## src/design/dual_stack_rotate_engine_defines.svh

```systemverilog
// Assertion macros for the dual stack rotate engine.
// Included by the top level; no other dependencies.
`ifndef DUAL_STACK_ROTATE_ENGINE_DEFINES_SVH
`define DUAL_STACK_ROTATE_ENGINE_DEFINES_SVH

`ifndef SYNTHESIS
// same-cycle implication, disabled while in reset
`define DSRE_ASSERT_IMP(label, clk, rst_n, ante, cons, msg) \
    label: assert property (@(posedge clk) disable iff (!rst_n) (ante) |-> (cons)) \
        else $error(msg);
// next-cycle implication, disabled while in reset
`define DSRE_ASSERT_NXT(label, clk, rst_n, ante, cons, msg) \
    label: assert property (@(posedge clk) disable iff (!rst_n) (ante) |=> (cons)) \
        else $error(msg);
`else
`define DSRE_ASSERT_IMP(label, clk, rst_n, ante, cons, msg)
`define DSRE_ASSERT_NXT(label, clk, rst_n, ante, cons, msg)
`endif

`endif

```

## src/design/dsre_pkg.sv

```systemverilog
// Shared constants, types and ring-slot helper for the dual stack rotate engine.
// No dependencies.
package dsre_pkg;

    localparam int STACK_DEPTH = 64;
    localparam int PTR_W       = (STACK_DEPTH > 1) ? $clog2(STACK_DEPTH) : 1;
    localparam int CNT_W       = $clog2(STACK_DEPTH + 1);
    localparam int WORD_W      = 32;
    localparam int OP_W        = 3;
    localparam int IDX_W       = 6;

    typedef logic [PTR_W-1:0]         t_ptr;
    typedef logic [CNT_W-1:0]         t_cnt;
    typedef logic signed [WORD_W-1:0] t_word;
    typedef logic [OP_W-1:0]          t_op;
    typedef logic [IDX_W-1:0]         t_idx;

    // operation codes
    localparam t_op OP_SWAP = 3'd0;
    localparam t_op OP_PUSH = 3'd1;
    localparam t_op OP_ROT  = 3'd2;
    localparam t_op OP_RROT = 3'd3;
    localparam t_op OP_LOAD = 3'd4;
    localparam t_op OP_PEEK = 3'd5;

    // controller to datapath commands
    typedef struct packed {
        logic latch;   // capture the input beat
        logic exec;    // check sizes, issue the memory read
        logic fin;     // write memory, update tops and pointers
        logic fin2;    // second write of a swap
    } t_ctrl_cmd;

    // datapath to controller status
    typedef struct packed {
        logic second_write;
    } t_dp_status;

    // ring slot of entry k counted from the bottom
    function automatic t_ptr slot_of(t_ptr bot, t_cnt k);
        logic [CNT_W:0] sum;
        sum = {1'b0, CNT_W'(bot)} + {1'b0, k};
        if (sum >= (CNT_W + 1)'(STACK_DEPTH)) begin
            sum = sum - (CNT_W + 1)'(STACK_DEPTH);
        end
        return sum[PTR_W-1:0];
    endfunction

endpackage

```

## src/design/dsre_ctrl.sv

```systemverilog
// Sequencer for the dual stack rotate engine: accept, execute, finish, swap tail.
// Depends on dsre_pkg.
module dsre_ctrl (
    input  logic                   i_clk,
    input  logic                   i_rst_n,
    input  logic                   i_start,
    input  dsre_pkg::t_dp_status   i_status,
    output dsre_pkg::t_ctrl_cmd    o_cmd,
    output logic                   o_busy,
    output logic                   o_result_valid
);
    import dsre_pkg::*;

    typedef enum logic [3:0] {
        S_IDLE  = 4'b0001,
        S_EXEC  = 4'b0010,
        S_FIN   = 4'b0100,
        S_SWAP2 = 4'b1000
    } t_state;

    t_state r_state, n_state;
    logic   r_valid, n_valid;

    // next state
    always_comb begin
        n_state = r_state;
        case (r_state)
            S_IDLE: begin
                if (i_start) begin
                    n_state = S_EXEC;
                end
            end
            S_EXEC: begin
                n_state = S_FIN;
            end
            S_FIN: begin
                n_state = i_status.second_write ? S_SWAP2 : S_IDLE;
            end
            S_SWAP2: begin
                n_state = S_IDLE;
            end
            default: begin
                n_state = S_IDLE;
            end
        endcase
    end

    // raise the result strobe on the cycle after the last update
    assign n_valid = ((r_state == S_FIN) && !i_status.second_write) ||
                     (r_state == S_SWAP2);

    always_ff @(posedge i_clk) begin
        if (!i_rst_n) begin
            r_state <= S_IDLE;
            r_valid <= 1'b0;
        end else begin
            r_state <= n_state;
            r_valid <= n_valid;
        end
    end

    // commands to the datapath
    always_comb begin
        o_cmd.latch = (r_state == S_IDLE) && i_start;
        o_cmd.exec  = (r_state == S_EXEC);
        o_cmd.fin   = (r_state == S_FIN);
        o_cmd.fin2  = (r_state == S_SWAP2);
    end

    assign o_busy         = (r_state != S_IDLE);
    assign o_result_valid = r_valid;

endmodule

```

## config.mk

```make
export PLATFORM = sky130hd
export DESIGN_NAME = dsre_ctrl
export DESIGN_NICKNAME = d
export VERILOG_FILES = /design/src/design/dual_stack_rotate_engine_defines.svh /design/src/design/dsre_pkg.sv /design/src/design/dsre_ctrl.sv
export SDC_FILE = /design/constraint.sdc
export NUM_CORES = 1
export LEC_CHECK = 0
export ABC_AREA = 1
export BUFFER_PORTS_ARGS = -buffer_cell sky130_fd_sc_hd__buf_2
export CORE_AREA = 2 2 39 41
export CTS_BUF_LIST = sky130_fd_sc_hd__clkbuf_8 sky130_fd_sc_hd__clkbuf_16
export DETAILED_ROUTE_END_ITERATION = 8
export DIE_AREA = 0 0 41 43
export HOLD_SLACK_MARGIN = 0.02
export SYNTH_ARGS = -nofsm -noshare
export SYNTH_HDL_FRONTEND = slang
export SYNTH_SLANG_ARGS = --single-unit
```

## constraint.sdc

```tcl
create_clock -name i_clk -period 2.25 [get_ports i_clk]
set_input_delay 0.45 -clock i_clk [delete_from_list [all_inputs] [get_ports i_clk]]
set_output_delay 0.45 -clock i_clk [all_outputs]
set_load 0.005 [all_outputs]
```

==> metrics.yaml <==
global_route:
  grt_pass1_vias: 237
  grt_max_degree: 5
  grt-ovfl-total: 0
  antenna_found_initial: 0
  grtUsageTotal: 0.0854
  grt_pass1_wl_um: 910
die:
  die_y_um: 43
  initial_core_util: 0.172
  num_rows: 14
  die_width_um: 41
  io_pins: 10
  fp.coreArea_um2: 1380
  die-area_um2: 1760
synthesis:
  synth_area_um2: 238
  syn_inst: 33
  yosys_warnings: 0
  ys_seq_area_frac: 0.421
  synth_seq_cells: 5
  yosysUniqueCellTypes: 9
  synth_area_per_cell_um2: 7.20
  synthesis.nets: 37
  synth_area_leaders: "dfxtp_1 42%, inv_1 14%, nand3_1 11%"
  netlist.area_leader.share: 0.421
  synth_top_area_cell: "dfxtp_1"
sta:
  fin_skew_ps: 1.40
  fin_hold_ws_ps: 495
  min_period_over_period: 0.664
  setup_tns_ps: 0
  hold_viol: 0
  final_max_slew_viol_count: 0
  max_slew_margin: 0.890
  setup_viol: 0
  rsz0062_at_grt: "no"
  fmax_mhz: 670
  worst_pin_slew_ps: 165
  min_period_ps: 1490
min_path:
  min_path_type: "input port to flip-flop"
pwr:
  peakVddDrop_uv: 284
  p_leak_nw: 0.214
  power_density_nw_per_um2: 843
layout:
  design_area_um2: 348
  insertedDiodeCount: 0
  syn2layout_area_growth_pct: 46.3
  nets: 51
  drive_gt1_frac: 0.413
place:
  dpl_cell_area_um2: 303
  dp_hpwl_um: 376
  place.gp.congestion: 0.703
  port_buffers: 9
clock_network:
  clockBufferDepth: 2
  clockRootBuffer: "clkbuf_8"
  ctsHoldBuffers: 0
  cts_htree_levels: 1
  clkLatencyLatePin_ps: 220
  cts_setup_buffers: 0
  tritoncts: "done"
  clkSinkCount: 5
  cts-buffers-inserted: 3
  ctsResizeCount: 0
  cts.clk_slew.worst_paths_ps: 40
job:
  cap_violations: 0
worst_setup_path:
  start_kind: "flip-flop"
  crit_arrival_ps: 1040
  crit_required_ps: 1800
  crit_fanout: 3
  crit_path_end_kind: "output pin"
  path_class: "flip-flop to output pin"
route:
  drt_wl_total_um: 480
  drtIter0Drc: 2
  ant_nets: 0
  drcViolationCount: 0
  first_pass_iters: 2
  vias_per_cell: 3.69
  wire_per_inst_um: 7.74
  vias: 229
status:
  status: "finished, final reports clean"
==> sequential cells by signal (all words and copies together) (netlist names) <==
signal and cells:
o_result_valid 1, r_state 4
==> layer usage <==
metal / track usage / part of all wire / vias up
li1: - / - / 123
met1: 0.0968 / 0.44 / 93
met2: 0.0969 / 0.43 / 11
met3: 0.0471 / 0.092 / 2
met4: 0.100 / 0.044 / 0
met5: 0 / 0 / -
==> kinds of logic (layout without fill, tap and decap cells) <==
group,after synthesis,count (layout),share of synthesized area
compound gates,1,1,0.0210
buf+inv,9,22,0.142
simple gates,18,18,0.416
flops,5,5,0.421
==> power by group <==
group	switching, mW	internal [mW]
Clock	0.0464	0.117
Sequential	0.00308	0.0934
Combinational	0.0195	0.0139
==> layout make-up <==
class                      count  area [um^2]
timing repair buffer           9         45.0
clock inverter                 1         3.75
sequential                     5          100
fill                         156         1040
inverter                       9         33.8
tap                           16         20.0
multi-input combinational     19          104
clock buffer                   3         41.3
==> final timing paths <==
check	from	end	slack [ps]	cells after the start
worst max-delay path	r_state[3]	o_cmd[2]	760	4
worst min-delay path	i_rst_n	r_state[0]	490	4
worst max register to register	r_state[3]	r_state[0]	1340	4
worst min register to register	r_state[1]	r_state[2]	550	2
==> worst max-delay path: stages (launching register included) <==
cell     delay (ps)
dfxtp_1         330
nor2_2          180
nand3_1         140
inv_1            70
buf_2           100
==> cells in the final DEF (no fill, tap or decap), drive strengths merged <==
master / Yosys / final
nor3: 2 / 2
nor2: 7 / 7
buf: 0 / 9
dfxtp: 5 / 5
nand3: 5 / 5
a21oi: 1 / 1
nand2: 4 / 4
clkbuf: 0 / 3
inv: 9 / 10
==> stage by stage <==
stage / setup slack [ps] / power (mW) / instances / utilization
2_1_floorplan: 1130 / 0.120 / 33 / -
3_3_place_gp: 1000 / 0.132 / 58 / 0.219
3_5_place_dp: 989 / 0.131 / 58 / 0.219
4_1_cts: 737 / 0.299 / 62 / 0.251
5_1_grt: 673 / 0.309 / 62 / 0.251
6_report: 756 / 0.293 / 62 / 0.251
==> cell usage after synthesis <==
| cell | n |
|---|---|
| a21oi_1 | 1 |
| dfxtp_1 | 5 |
| inv_1 | 9 |
| nand2_1 | 3 |
| nand2_2 | 1 |
| nand3_1 | 5 |
| nor2_1 | 3 |
| nor2_2 | 4 |
| nor3_2 | 2 |
(Power assumes the default switching activity.)
